## config.mk

```make
export PLATFORM = sky130hd
export DESIGN_NAME = tlv_tag_extractor
export DESIGN_NICKNAME = d
export VERILOG_FILES = /design/src/rtl/tte_pkg.sv /design/src/rtl/tlv_tag_extractor.sv /design/src/rtl/tte_cfg.sv /design/src/rtl/tte_core.sv /design/src/rtl/tte_obuf.sv
export SDC_FILE = /design/constraint.sdc
export NUM_CORES = 1
export LEC_CHECK = 0
export BUFFER_PORTS_ARGS = -buffer_cell sky130_fd_sc_hd__buf_4
export CAP_MARGIN = 20
export CORE_MARGIN = 5
export CORE_UTILIZATION = 54
export CTS_BUF_LIST = sky130_fd_sc_hd__clkbuf_8
export DETAILED_ROUTE_END_ITERATION = 8
export PLACE_DENSITY = 0.74
export SYNTH_ARGS = -nofsm -noshare
export SYNTH_HDL_FRONTEND = slang
export SYNTH_SLANG_ARGS = --single-unit
```

## constraint.sdc

```tcl
create_clock -name aclk -period 4.83 [get_ports aclk]
set_clock_uncertainty 0.2 [all_clocks]
set_input_delay 0.483 -clock aclk [delete_from_list [all_inputs] [get_ports aclk]]
set_output_delay 0.483 -clock aclk [all_outputs]
set_load 0.05 [all_outputs]
```

## src/rtl/tte_pkg.sv

```systemverilog
// shared types, codes and the length-width table of the tlv tag extractor
package tte_pkg;

    localparam int CFG_ADDR_W = 4;
    localparam int CFG_DATA_W = 32;
    localparam int IN_DATA_W  = 8;
    localparam int OUT_DATA_W = 32;
    localparam int OBUF_DEPTH = 4;
    localparam int OBUF_PTR_W = 2;
    localparam int OBUF_CNT_W = 3;

    localparam logic [1:0] REG_OBJECT_ID     = 2'd0;
    localparam logic [1:0] REG_TARGET_TAG    = 2'd1;
    localparam logic [1:0] REG_SIZE_ONLY     = 2'd2;
    localparam logic [1:0] REG_DEST_CAPACITY = 2'd3;

    localparam logic [1:0] PH_TAG  = 2'd0;
    localparam logic [1:0] PH_LEN  = 2'd1;
    localparam logic [1:0] PH_VAL  = 2'd2;
    localparam logic [1:0] PH_DONE = 2'd3;

    localparam logic [2:0] ST_NOT_FOUND = 3'd0;
    localparam logic [2:0] ST_COPIED    = 3'd1;
    localparam logic [2:0] ST_TOO_SMALL = 3'd2;
    localparam logic [2:0] ST_SIZE      = 3'd3;
    localparam logic [2:0] ST_TRUNC     = 3'd4;

    localparam logic KIND_VALUE  = 1'b0;
    localparam logic KIND_STATUS = 1'b1;

    typedef struct packed {
        logic [23:0] object_id;
        logic [7:0]  target_tag;
        logic        size_only;
        logic [15:0] dest_capacity;
    } cfg_t;

    typedef struct packed {
        logic        item_kind;
        logic [7:0]  value_byte;
        logic [15:0] tag_length;
        logic [2:0]  status;
        logic        last;
    } res_t;

    typedef struct packed {
        logic [1:0] cnt;
        res_t       first;
        res_t       second;
    } push_t;

    function automatic logic [1:0] length_width(input logic [23:0] obj, input logic [7:0] tag);
        logic [1:0] w;
        w = 2'd1;
        if ((obj == 24'h5FC102 && tag == 8'h3E) ||
            (obj == 24'hDFC103 && tag == 8'hBC) ||
            (obj == 24'hDFC10F && tag == 8'hBB)) begin
            w = 2'd2;
        end
        return w;
    endfunction

endpackage

```

## src/rtl/tlv_tag_extractor.sv

```systemverilog
// top level of the tlv tag extractor
// Takes one buffer byte per word on the s_ stream and searches its tag-length-value records
// for the configured tag. An input word is accepted in every cycle while the four-word result
// queue has two free places; the word is parsed in the cycle it is accepted and its results
// (a value byte, a closing status, or both) enter the queue at the same edge. The m_ stream
// delivers one result word per cycle, so an m_ stall drops s_tready once fewer than two queue
// places are free. Write the configuration port only while idle; the block does not enforce it.
module tlv_tag_extractor
    import tte_pkg::*;
(
    input  logic                  aclk,
    input  logic                  aresetn,
    input  logic                  s_tvalid,
    output logic                  s_tready,
    input  logic [IN_DATA_W-1:0]  s_tdata,   // data_byte
    input  logic                  s_tlast,
    output logic                  m_tvalid,
    input  logic                  m_tready,
    output logic [OUT_DATA_W-1:0] m_tdata,   // value_byte, tag_length, status, zero pad
    output logic                  m_tuser,   // item_kind
    output logic                  m_tlast,
    input  logic                  psel,
    input  logic                  penable,
    input  logic                  pwrite,
    input  logic [CFG_ADDR_W-1:0] paddr,
    input  logic [CFG_DATA_W-1:0] pwdata,
    output logic [CFG_DATA_W-1:0] prdata,
    output logic                  pready
);

    cfg_t  cfg;
    push_t push;
    res_t  out_item;
    logic  room;
    logic  in_fire;

    assign s_tready = room;
    assign in_fire  = s_tvalid & room;

    tte_cfg u_cfg (
        .aclk    (aclk),
        .aresetn (aresetn),
        .psel    (psel),
        .penable (penable),
        .pwrite  (pwrite),
        .paddr   (paddr),
        .pwdata  (pwdata),
        .prdata  (prdata),
        .pready  (pready),
        .cfg     (cfg)
    );

    tte_core u_core (
        .aclk    (aclk),
        .aresetn (aresetn),
        .cfg     (cfg),
        .in_fire (in_fire),
        .in_byte (s_tdata),
        .in_last (s_tlast),
        .push    (push)
    );

    tte_obuf u_obuf (
        .aclk      (aclk),
        .aresetn   (aresetn),
        .push      (push),
        .room      (room),
        .out_valid (m_tvalid),
        .out_ready (m_tready),
        .out_item  (out_item)
    );

    assign m_tdata = {5'd0, out_item.status, out_item.tag_length, out_item.value_byte};
    assign m_tuser = out_item.item_kind;
    assign m_tlast = out_item.last;

endmodule

```

## src/rtl/tte_cfg.sv

```systemverilog
// apb register file of the tlv tag extractor
module tte_cfg
    import tte_pkg::*;
(
    input  logic                  aclk,
    input  logic                  aresetn,
    input  logic                  psel,
    input  logic                  penable,
    input  logic                  pwrite,
    input  logic [CFG_ADDR_W-1:0] paddr,
    input  logic [CFG_DATA_W-1:0] pwdata,
    output logic [CFG_DATA_W-1:0] prdata,
    output logic                  pready,
    output cfg_t                  cfg
);

    cfg_t       cfg_reg;
    logic       wr_en;
    logic [1:0] idx;

    assign pready = 1'b1;
    assign wr_en  = psel & penable & pwrite & pready;
    assign idx    = paddr[3:2];
    assign cfg    = cfg_reg;

    always_ff @(posedge aclk) begin
        if (!aresetn) begin
            cfg_reg <= '0;
        end else if (wr_en) begin
            case (idx)
                REG_OBJECT_ID:     cfg_reg.object_id     <= pwdata[23:0];
                REG_TARGET_TAG:    cfg_reg.target_tag    <= pwdata[7:0];
                REG_SIZE_ONLY:     cfg_reg.size_only     <= pwdata[0];
                REG_DEST_CAPACITY: cfg_reg.dest_capacity <= pwdata[15:0];
                default: ;
            endcase
        end
    end

    always_comb begin
        case (idx)
            REG_OBJECT_ID:     prdata = {8'd0, cfg_reg.object_id};
            REG_TARGET_TAG:    prdata = {24'd0, cfg_reg.target_tag};
            REG_SIZE_ONLY:     prdata = {31'd0, cfg_reg.size_only};
            REG_DEST_CAPACITY: prdata = {16'd0, cfg_reg.dest_capacity};
            default:           prdata = '0;
        endcase
    end

endmodule

```

## src/rtl/tte_core.sv

```systemverilog
// tlv parse state and per-word result formation
module tte_core
    import tte_pkg::*;
(
    input  logic       aclk,
    input  logic       aresetn,
    input  cfg_t       cfg,
    input  logic       in_fire,
    input  logic [7:0] in_byte,
    input  logic       in_last,
    output push_t      push
);

    logic [1:0]  phase_reg, phase_next;
    logic        match_reg, match_next;
    logic [1:0]  lbl_reg, lbl_next;
    logic [15:0] acc_reg, acc_next;
    logic [15:0] vbl_reg, vbl_next;
    logic [2:0]  rc_reg, rc_next;

    logic        emit;
    logic [2:0]  fin_st;
    logic [15:0] fin_len;
    res_t        val_item;
    res_t        st_item;

    always_comb begin
        phase_next = phase_reg;
        match_next = match_reg;
        lbl_next   = lbl_reg;
        acc_next   = acc_reg;
        vbl_next   = vbl_reg;
        rc_next    = rc_reg;
        emit       = 1'b0;

        case (phase_reg)
            PH_TAG: begin
                match_next = (in_byte == cfg.target_tag);
                lbl_next   = length_width(cfg.object_id, cfg.target_tag);
                acc_next   = '0;
                phase_next = PH_LEN;
            end
            PH_LEN: begin
                acc_next = {acc_reg[7:0], in_byte};
                lbl_next = lbl_reg - 2'd1;
                if (lbl_next == 2'd0) begin
                    if (match_reg) begin
                        if (cfg.size_only) begin
                            rc_next    = ST_SIZE;
                            phase_next = PH_DONE;
                        end else if (cfg.dest_capacity >= acc_next) begin
                            if (acc_next == 16'd0) begin
                                rc_next    = ST_COPIED;
                                phase_next = PH_DONE;
                            end else begin
                                vbl_next   = acc_next;
                                phase_next = PH_VAL;
                            end
                        end else begin
                            rc_next    = ST_TOO_SMALL;
                            phase_next = PH_DONE;
                        end
                    end else if (acc_next == 16'd0) begin
                        phase_next = PH_TAG;
                    end else begin
                        vbl_next   = acc_next;
                        phase_next = PH_VAL;
                    end
                end
            end
            PH_VAL: begin
                emit     = match_reg;
                vbl_next = vbl_reg - 16'd1;
                if (vbl_next == 16'd0) begin
                    if (match_reg) begin
                        rc_next    = ST_COPIED;
                        phase_next = PH_DONE;
                    end else begin
                        phase_next = PH_TAG;
                    end
                end
            end
            default: ;
        endcase

        // closing status, judged on the updated state
        if (phase_next == PH_DONE) begin
            fin_st  = rc_next;
            fin_len = acc_next;
        end else if (match_next && phase_next == PH_LEN) begin
            fin_st  = ST_TRUNC;
            fin_len = '0;
        end else if (match_next && phase_next == PH_VAL) begin
            fin_st  = ST_TRUNC;
            fin_len = acc_next;
        end else begin
            fin_st  = ST_NOT_FOUND;
            fin_len = '0;
        end

        if (in_last) begin
            phase_next = PH_TAG;
            match_next = 1'b0;
            lbl_next   = '0;
            acc_next   = '0;
            vbl_next   = '0;
            rc_next    = ST_NOT_FOUND;
        end
    end

    always_comb begin
        val_item.item_kind  = KIND_VALUE;
        val_item.value_byte = in_byte;
        val_item.tag_length = acc_reg;
        val_item.status     = ST_NOT_FOUND;
        val_item.last       = 1'b0;

        st_item.item_kind  = KIND_STATUS;
        st_item.value_byte = '0;
        st_item.tag_length = fin_len;
        st_item.status     = fin_st;
        st_item.last       = 1'b1;

        push.second = st_item;
        if (emit) begin
            push.first = val_item;
        end else begin
            push.first = st_item;
        end
        if (!in_fire) begin
            push.cnt = 2'd0;
        end else begin
            push.cnt = {1'b0, emit} + {1'b0, in_last};
        end
    end

    always_ff @(posedge aclk) begin
        if (!aresetn) begin
            phase_reg <= PH_TAG;
            match_reg <= 1'b0;
            lbl_reg   <= '0;
            acc_reg   <= '0;
            vbl_reg   <= '0;
            rc_reg    <= ST_NOT_FOUND;
        end else if (in_fire) begin
            phase_reg <= phase_next;
            match_reg <= match_next;
            lbl_reg   <= lbl_next;
            acc_reg   <= acc_next;
            vbl_reg   <= vbl_next;
            rc_reg    <= rc_next;
        end
    end

endmodule

```

## src/rtl/tte_obuf.sv

```systemverilog
// small result queue taking up to two words per cycle and giving one while out_ready is high
module tte_obuf
    import tte_pkg::*;
(
    input  logic  aclk,
    input  logic  aresetn,
    input  push_t push,
    output logic  room,
    output logic  out_valid,
    input  logic  out_ready,
    output res_t  out_item
);

    res_t                  slot_reg [OBUF_DEPTH];
    logic [OBUF_PTR_W-1:0] wr_reg, rd_reg;
    logic [OBUF_CNT_W-1:0] cnt_reg, cnt_next;
    logic [OBUF_PTR_W-1:0] wr_plus1;
    logic                  pop;

    assign room      = (cnt_reg <= OBUF_CNT_W'(OBUF_DEPTH - 2));
    assign out_valid = (cnt_reg != '0);
    assign out_item  = slot_reg[rd_reg];
    assign pop       = out_valid & out_ready;
    assign wr_plus1  = wr_reg + 1'b1;
    assign cnt_next  = cnt_reg + OBUF_CNT_W'(push.cnt) - OBUF_CNT_W'(pop);

    always_ff @(posedge aclk) begin
        if (push.cnt != 2'd0) begin
            slot_reg[wr_reg] <= push.first;
        end
        if (push.cnt == 2'd2) begin
            slot_reg[wr_plus1] <= push.second;
        end
    end

    always_ff @(posedge aclk) begin
        if (!aresetn) begin
            wr_reg  <= '0;
            rd_reg  <= '0;
            cnt_reg <= '0;
        end else begin
            wr_reg  <= wr_reg + OBUF_PTR_W'(push.cnt);
            rd_reg  <= rd_reg + OBUF_PTR_W'(pop);
            cnt_reg <= cnt_next;
        end
    end

endmodule
```

# Word level (Yosys, flattened, before mapping)

Memory sizes are Yosys's and may differ from the RTL's. A register that Yosys moved wholly into a read port is not among the register bits.
Cells that the tools add are included.

Flip-flop bits (word level): 96
Latch bits: 0
RAM bits: 116
ROM bits: 0
Bits of input ports: 52
Output and inout port bits: 69
Logic and storage cells: 117
Memories: 1

Memories:

| name            | depth | width | rd ports | clocked after Yosys merged registers in | write ports | RTL line       | RTL |
|---|---|---|---|---|---|---|---|
| u_obuf.slot_reg | 4     | 29    | 1        | 1                                       | 2           | tte_obuf.sv:14 | `res_t slot_reg [OBUF_DEPTH];` |

Add/sub/neg operators: 8
$mul: 0
Div/mod/pow operators: 0
Magnitude comparators: 2
Equal/unequal tests: 19
Shift operators: 0
Muxes and demuxes: 48
Bitwise gates (word level): 4
Reduce and logical (&&, ||, !) cells: 22

Operator list:

| operator                                           | count |
|---|---|
| two-way mux 16 bit                                 | 10 |
| one-hot mux 32 bit (4 select lines)                | 1 |
| one-hot mux 16 bit (2 select lines)                | 2 |
| == test 24 bit, second input constant              | 2 |
| two-way mux 3 bit                                  | 11 |
| zero test 16 bit                                   | 2 |
| two-way mux 29 bit                                 | 1 |
| == test 24 x 23 -> 1 bit, second input constant    | 1 |
| two-way mux 2 bit                                  | 11 |
| == test 8 bit, second input constant               | 2 |
| greater-or-equal comparator 16 bit                 | 1 |
| subtractor 16 x 1 -> 16 bit, second input constant | 1 |
| == test 2 bit, second input constant               | 6 |
| AND reduction 2 bit                                | 5 |
| two-way mux 1 bit                                  | 9 |
| nonzero test 3 bit                                 | 3 |
| == test 8 x 6 -> 1 bit, second input constant      | 1 |
| == test 8 bit                                      | 1 |
| inequality test 4 bit, second input constant       | 2 |
| == test 2 x 1 -> 1 bit, second input constant      | 3 |
| zero test 2 bit                                    | 3 |
| one-hot mux 2 bit (3 select lines)                 | 1 |
| one-hot mux 3 bit (2 select lines)                 | 1 |
| logical AND 1 bit                                  | 5 |
| other kinds (14)                                   | 18 |

# Logic depth before layout (Yosys ltp)

Gate-level depths: netlist of run 1.

Depth in word-level cells: 13
Depth in mapped cells: 16
Depth with buffers taken out: 12

# Modules after synthesis

Synthesis of run 1 repeated with hierarchy kept, for this count alone.

Cells, all modules: 1096
Area total of the unflattened synthesis: 12209.2 sq um

Modules (own cells, without submodules):

| module            | instances | cells an instance | area an instance (sq um) |
|---|---|---|---|
| tte_obuf          | 1         | 326               | 6079.6 |
| tte_core          | 1         | 518               | 3801.1 |
| tte_cfg           | 1         | 245               | 2280.9 |
| tlv_tag_extractor | 1         | 7                 | 47.5 |

# Worst setup path before layout of run 1

OpenSTA, ideal clock, no wires.

Path type: reg2reg
From: register u_core.phase_reg[0]
To: memory u_obuf.slot_reg[1][10] (netlist name), enable pin
Arrival: 3.554 ns
Path slack: 0.689 ns
Cell stages (with the launch flop): 15
Buffers on the path: 6
Period minus slack after synthesis: 4.141 ns
Cell sequence: dfxtp_1 > inv_1 > ha_1 > clkbuf_1 > clkinv_1 > nor2_1 > clkbuf_1 > clkbuf_1 > ha_1 > clkbuf_1 > o211ai_1 > or2_2 > clkbuf_1 > clkbuf_1 > nand2_1

RTL lines:

| item                     | RTL line        | RTL |
|---|---|---|
| start: declaration       | tte_core.sv:14  | `logic [1:0] phase_reg, phase_next;` |
| start signal: assignment | tte_core.sv:146 | `phase_reg <= phase_next;` |
| end: declaration         | tte_obuf.sv:14  |  |

==> results of run 1 <==
Yosys cell counts (4+ instances only):
| library cell | instances |
|---|---|
| nand2_1 | 158 |
| nand3b_1 | 11 |
| a21boi_0 | 44 |
| or2_2 | 6 |
| a22oi_1 | 6 |
| a21o_1 | 15 |
| buf_1 | 6 |
| o21a_1 | 4 |
| o31ai_1 | 10 |
| nand2b_1 | 12 |
| a31oi_1 | 9 |
| and3_1 | 18 |
| nor4_1 | 11 |
| buf_4 | 15 |
| and2_1 | 29 |
| mux4_2 | 29 |
| o21ai_0 | 39 |
| o22ai_1 | 69 |
| o211ai_1 | 25 |
| or3_1 | 6 |
| nand4_1 | 7 |
| nand4b_1 | 12 |
| clkbuf_1 | 72 |
| dfxtp_1 | 132 |
| ha_1 | 29 |
| edfxtp_1 | 76 |
| inv_1 | 30 |
| nor2_1 | 96 |
| nor2b_1 | 35 |
| buf_2 | 14 |
| nor3_1 | 7 |
| mux2i_1 | 18 |
| a21oi_1 | 59 |
| xor2_1 | 11 |
| nand3_1 | 79 |
| a22o_1 | 8 |
logic make-up (layout without fill, tap and decap cells):
family | after synthesis | in the layout
xor+xnor | 13 | 13
fa+ha+maj | 30 | 30
flops | 208 | 208
simple gates | 503 | 503
mux | 48 | 48
buf+inv | 140 | 224
compound gates | 313 | 313
other cells | 2 | 14
worst reg2reg max path, cell delays in order (launching register included):
cell	delay, ns
dfxtp_1	0.47
inv_1	0.14
ha_1	0.24
clkinv_1	0.20
nor2_2	0.08
ha_1	0.44
o211ai_1	0.16
or3_1	0.62
o21ai_1	0.82
buf_4	0.34
nand3_1	0.10
o22ai_1	0.20
area by class of cell:
class	instances	share of cell area (%)
clock buffers	44	4.64
clock inverters	21	0.738
inverters	32	0.921
multi-input cells	921	46.0
flip-flops and latches	208	37.8
well taps	275	2.64
repair buffers	127	7.31
worst max path at each step:
stage                                       end  slack (ns)  cells after the start
5_1_grt        u_obuf.slot_reg[0][18]$_DFFE_PP_        0.54                     11
3_3_place_gp    u_obuf.slot_reg[0][6]$_DFFE_PP_        0.85                     11
4_1_cts        u_obuf.slot_reg[0][11]$_DFFE_PP_        0.75                     11
2_1_floorplan  u_obuf.slot_reg[1][10]$_DFFE_PP_        0.69                     14
6_report       u_obuf.slot_reg[0][11]$_DFFE_PP_        0.66                     11
3_5_place_dp   u_obuf.slot_reg[0][11]$_DFFE_PP_        0.77                     11
power groups by stage:
| stage | registers (mW) | logic, mW | clock network [mW] |
|---|---|---|---|
| after floorplan | 1.94 | 0.926 | 0 |
| after global placement | 1.99 | 1.18 | 0 |
| after detailed placement | 1.99 | 1.19 | 0 |
| after CTS | 1.96 | 1.20 | 1.58 |
| after global routing | 1.97 | 1.28 | 1.66 |
| final | 1.95 | 1.20 | 1.55 |
per-layer routing:
| layer | up-vias | global-route usage, % | share of wire (%) |
|---|---|---|---|
| met3 | 100 | 5.24 | 8.4 |
| met5 | - | 0 | 0 |
| met1 | 4712 | 34.0 | 40 |
| met2 | 475 | 42.7 | 48 |
| li1 | 4718 | - | - |
| met4 | 0 | 10.5 | 3.8 |
==> impl_metrics.py, run 1 <==
metrics = {
    "status": {
        "status": "completed",
    },
    "worst_setup_path": {
        "rr_endpoint": "u_obuf.slot_reg[0][11]$_DFFE_PP_",
        "rr_worst_depth": 11,
        "crit_path_start": "u_core.phase_reg[0]$_SDFFE_PN0P_",
        "cp.buffers_inverters": 3,
        "cp_cell_sequence": "inv_1 -> ha_1 -> clkinv_1 -> nor2_2 -> ha_1 -> o211ai_1 -> or3_1 -> o21ai_1 -> buf_4 -> nand3_1 -> o22ai_1",
        "path_delay_family": "compound AO/OA/AOI/OAI gates",
        "critPathSlowestCell": "o21ai_1",
        "cp_slowest_stage_delay_ns": 0.82,
        "reg2reg_from": "u_core.phase_reg[0]$_SDFFE_PN0P_",
        "critPathKind": "flip-flop to flip-flop",
        "crit_fanout": 17,
        "regToRegSetupSlack_ns": 0.66,
        "crit_arrival_ns": 4.33,
        "crit_top_cell": "ha_1",
        "worst_setup_path_start_kind": "flip-flop",
        "cp.required_ns": 4.99,
        "cp-end-kind": "flip-flop",
    },
    "sta": {
        "timing.final.ws_setup_ns": 0.661,
        "setup_violations": 0,
        "max_freq_mhz": 240,
        "slew_headroom_pct": 28.6,
        "worst-slew-pin-transition_ns": 1.06,
        "hold_viol": 0,
        "fin_tns_setup_ns": 0,
        "post-route-period-util_pct": 86.3,
        "fin_crit_ns": 4.17,
        "holdWs_ns": 0.0181,
        "rsz0062_at_grt": "no",
        "final-max-slew-violation-count": 0,
    },
    "synthesis": {
        "synthAdderAreaFrac_pct": 3.34,
        "syn_inst": 1257,
        "netlist.area_leader.share_pct": 23.0,
        "synth-edff-count": 76,
        "async_reset_ff_share_pct": 0,
        "muxShareOfSynthArea_pct": 7.36,
        "synth_xor_area_share_pct": 0.993,
        "ys_ff_latch": 208,
        "synth_area_leaders": "dfxtp_1, edfxtp_1, mux4_2",
        "synth_ff_type": "dfxtp_1",
        "yosysSeqAreaShare_pct": 42.9,
        "yosysTopAreaCell": "dfxtp_1",
        "synth_compound_area_share_pct": 18.3,
        "synthSimpleGateAreaFrac_pct": 21.7,
        "synth_top_family_by_area": "simple AND/OR/NAND/NOR gates",
        "yosys_warnings": 0,
        "avgSynthCellArea_um2": 9.13,
        "synthDistinctLibCells": 72,
        "syn_area_um2": 11500,
    },
    "cells_and_area": {
        "multi_input_area_um2": 6000,
        "final_common_cell": "nand2_1",
        "largest_register_ffs": 112,
        "nets": 1408,
        "final_cell_mix": "nand2_1, dfxtp_1, buf_4, nor2_1, nand3_1",
        "seqCellArea_um2": 4930,
        "area_delta_synth_final_pct": 13.7,
        "filler_cell_count": 1756,
        "final_core_util_pct": 62.3,
        "drive_gt1_share_pct": 16.9,
        "antenna_cells": 0,
        "fin_area_um2": 13000,
        "stdcell_count": 1628,
    },
    "drt": {
        "vias_per_cell": 6.15,
        "drtIter0Drc": 933,
        "ant_nets": 0,
        "dr.pass1.iters": 6,
        "drt-total-wl_mm": 31.8,
        "drc": 0,
        "num_vias": 10000,
        "wl_per_cell_um": 19.6,
    },
    "global_routing": {
        "antenna_found_initial": 0,
        "grt_pass1_wl_mm": 51.1,
        "grt_usage_pct": 26.0,
        "grt.overflow.total": 0,
        "grt_start_max_net_pins": 84,
        "grt_pass1_vias": 9645,
    },
    "floorplan": {
        "die-height_um": 156,
        "core_um2": 21000,
        "initial_core_util_pct": 54.7,
        "fp.dieW_um": 156,
        "row_count": 53,
        "die_area_um2": 24300,
        "io_pins": 121,
    },
    "clocking": {
        "worstSkewPairLatency_ns": 0.54,
        "htreeDepth": 2,
        "cts_buffer_depth": 3,
        "cts_resized": 0,
        "cts_tree": "done",
        "clk_pin_slew_ns": 0.06,
        "numCtsBuffers": 36,
        "cts.sinks": 208,
        "cts_setup_buffers": 0,
        "cts_root_buffer": "clkbuf_8",
        "postCtsHoldBufs": 0,
    },
    "place": {
        "portBuffers": 96,
        "routabilityCongestion": 0.917,
        "place_hpwl_mm": 21.0,
        "place_area_um2": 12300,
        "dpl_worst_slack_ns": 0.770,
        "dp_cells": 1563,
    },
    "pwr": {
        "ir_drop_v": 0.000170,
        "power_density_nw_per_um2": 361,
        "p_sw_mw": 1.58,
        "clkPwrFrac_pct": 33.0,
        "leakage_nw": 4.68,
        "p_comb_share_pct": 25.4,
        "p_int_mw": 3.12,
        "pwr-share-seq_pct": 41.5,
        "switching_share_pct": 33.7,
        "power_mw": 4.70,
    },
    "hold_path": {
        "whs_endpoint": "u_cfg.cfg[44]$_SDFFE_PN0P_",
        "hold_class": "primary input to flip-flop",
        "min_path_cells": 3,
        "min_from": "pwdata[19]",
    },
    "run": {
        "cap_viol_max_count": 0,
    },
}
No activity file was read; power rests on OpenSTA's default activity.
==> inputs of run 2 (changes only) <==
- PLACE_DENSITY: 0.74 -> 0.72
==> run 2 against run 1 <==
Flip-flop and latch count unchanged. Clock power about the same. Worst hold slack got worse by 0.00076 ns. Wire length increased by 1.5%. Worst setup slack improved by 0.021 ns. Critical path depth decreased by 1. Combinational power about the same. Die area unchanged. Register-to-register slack improved by 0.02 ns. Core utilization increased by 0.13 points. Design area increased by 0.20%. Highest routed layer unchanged.
==> impl_metrics.py, run 2 (synthesis gave the netlist of run 1 again) <==
metrics = {
    "drt": {
        "drt-total-wl_mm": 32.3,
        "drtIter0Drc": 981,
        "num_vias": 10100,
        "dr.pass1.iters": 6,
        "ant_nets": 0,
        "drc": 0,
        "wl_per_cell_um": 19.8,
        "vias_per_cell": 6.18,
    },
    "cells_and_area": {
        "antenna_cells": 0,
        "nets": 1412,
        "area_delta_synth_final_pct": 14.0,
        "stdcell_count": 1629,
        "final_cell_mix": "nand2_1, dfxtp_1, buf_4, nor2_1, nand3_1",
        "seqCellArea_um2": 4930,
        "filler_cell_count": 1829,
        "final_common_cell": "nand2_1",
        "drive_gt1_share_pct": 16.8,
        "largest_register_ffs": 112,
        "multi_input_area_um2": 6000,
    },
    "worst_setup_path": {
        "crit_arrival_ns": 4.19,
        "cp.required_ns": 4.87,
        "crit_fanout": 64,
        "rr_endpoint": "u_obuf.slot_reg[0][14]$_DFFE_PP_",
        "worst_setup_path_start_kind": "flip-flop",
        "regToRegSetupSlack_ns": 0.68,
        "critPathKind": "flip-flop to flip-flop",
        "cp-end-kind": "flip-flop",
        "crit_end": "u_obuf.slot_reg[0][14]$_DFFE_PP_",
        "reg2reg_from": "u_core.acc_reg[5]$_SDFFE_PN0P_",
        "crit_path_start": "u_core.acc_reg[5]$_SDFFE_PN0P_",
        "rr_worst_depth": 10,
    },
    "pwr": {
        "pwr-share-seq_pct": 41.4,
        "leakage_nw": 4.68,
        "p_sw_mw": 1.60,
        "power_density_nw_per_um2": 361,
        "p_comb_share_pct": 25.6,
        "ir_drop_v": 0.000155,
        "clkPwrFrac_pct": 33.0,
        "switching_share_pct": 33.8,
        "p_int_mw": 3.13,
    },
    "place": {
        "dpl_worst_slack_ns": 0.823,
        "place_hpwl_mm": 20.8,
        "routabilityCongestion": 0.916,
        "portBuffers": 96,
        "dp_cells": 1562,
    },
    "sta": {
        "timing.final.ws_setup_ns": 0.681,
        "hold_viol": 0,
        "setup_violations": 0,
        "max_freq_mhz": 241,
        "post-route-period-util_pct": 85.9,
        "rsz0062_at_grt": "no",
        "fin_tns_setup_ns": 0,
        "holdWs_ns": 0.0174,
        "slew_headroom_pct": 24.9,
        "worst-slew-pin-transition_ns": 1.12,
        "final-max-slew-violation-count": 0,
        "fin_crit_ns": 4.15,
    },
    "floorplan": {
        "core_um2": 21000,
        "row_count": 53,
        "die_area_um2": 24300,
        "die-height_um": 156,
        "fp.dieW_um": 156,
        "io_pins": 121,
        "initial_core_util_pct": 54.7,
    },
    "hold_path": {
        "min_path_cells": 3,
        "hold_class": "primary input to flip-flop",
    },
    "clocking": {
        "worstSkewPairLatency_ns": 0.54,
        "cts_buffer_depth": 3,
        "cts_tree": "done",
        "cts_resized": 0,
        "cts.sinks": 208,
        "numCtsBuffers": 37,
        "cts_root_buffer": "clkbuf_8",
        "clk_pin_slew_ns": 0.06,
        "htreeDepth": 2,
    },
    "global_routing": {
        "grt.overflow.total": 0,
        "grt_pass1_wl_mm": 51.3,
        "antenna_found_initial": 0,
        "grt_usage_pct": 26.1,
        "met3_usage_pct": 4.33,
        "grt_pass1_vias": 9695,
        "grt_start_max_net_pins": 84,
        "grt.busiest_layer": "met2",
        "grt_util_met2_pct": 42.5,
        "grt_use_met1_pct": 35.3,
    },
    "run": {
        "cap_viol_max_count": 0,
    },
    "status": {
        "status": "completed",
    },
}
## run 2: cell types whose count changed in the layout (fill, tap and decap cells not counted)
cell,change
clkinvlp_4,+1
buf_8,+1
clkbuf_8,-3
inv_6,-1
dlygate4sd3_1,+3
bufinv_16,+1
buf_4,-1
clkinv_2,+1
clkinv_1,-1
## run 2: worst min path at each step
stage | to | slack (ns) | start
after floorplan | u_obuf.slot_reg[1][0]$_SDFFE_PP1P_ | 0.22 | u_obuf.slot_reg[1][0]$_SDFFE_PP1P_
after global placement | u_obuf.slot_reg[3][0]$_SDFFE_PP1P_ | 0.23 | u_obuf.slot_reg[3][0]$_SDFFE_PP1P_
after detailed placement | u_obuf.slot_reg[3][0]$_SDFFE_PP1P_ | 0.24 | u_obuf.slot_reg[3][0]$_SDFFE_PP1P_
after CTS | u_cfg.cfg[33]$_SDFFE_PN0P_ | 0.00006 | pwdata[8]
after global routing | u_cfg.cfg[44]$_SDFFE_PN0P_ | 0.002 | pwdata[19]
final | u_cfg.cfg[48]$_SDFFE_PN0P_ | 0.02 | pwdata[23]
## run 2: layout make-up
cell class	count	area share [%]
Clock buffer	41	4.32
Clock inverter	22	0.967
Inverter	32	0.919
Multi-Input combinational cell	921	45.9
Sequential cell	208	37.7
Tap cell	275	2.63
Timing Repair Buffer	130	7.58
## run 2: per-layer routing
metal,up-vias,part of all wire (%)
met5,-,0
met4,0,3.4
met3,87,8.5
met2,484,47
met1,4785,41
li1,4709,-
## run 2: repair_timing
action,4_1_cts,5_1_grt
hold buffers,3,0
buffers inserted,0,0
setup endpoints to repair,0,0
hold endpoints to repair,3,0
## run 2: per-stage QoR
stage,instance area (um2),util (%),power (mW)
after global routing,13100,62.4,4.91
after CTS,13100,62.3,4.74
final,13100,62.4,4.72
after detailed placement,12300,58.9,3.19
after global placement,12300,58.9,3.18
after floorplan,11500,-,2.87
## run 2: power groups by stage
stage / clock (mW) / combinational [mW] / sequential, mW
CTS: 1.58 / 1.20 / 1.96
global placement: 0 / 1.19 / 1.99
finish: 1.56 / 1.21 / 1.96
detailed placement: 0 / 1.20 / 1.99
floorplan: 0 / 0.926 / 1.94
global route: 1.66 / 1.28 / 1.97
## run 2: worst max-delay path: stages (launching register included)
cell and delay, ns:
dfxtp_1 0.45, inv_1 0.19, ha_1 0.33, and4_1 0.25, nand4_1 0.13, or4_1 0.65, a311oi_1 0.54, a21oi_2 0.19
a21oi_4 0.15, buf_4 0.53, o22ai_1 0.20
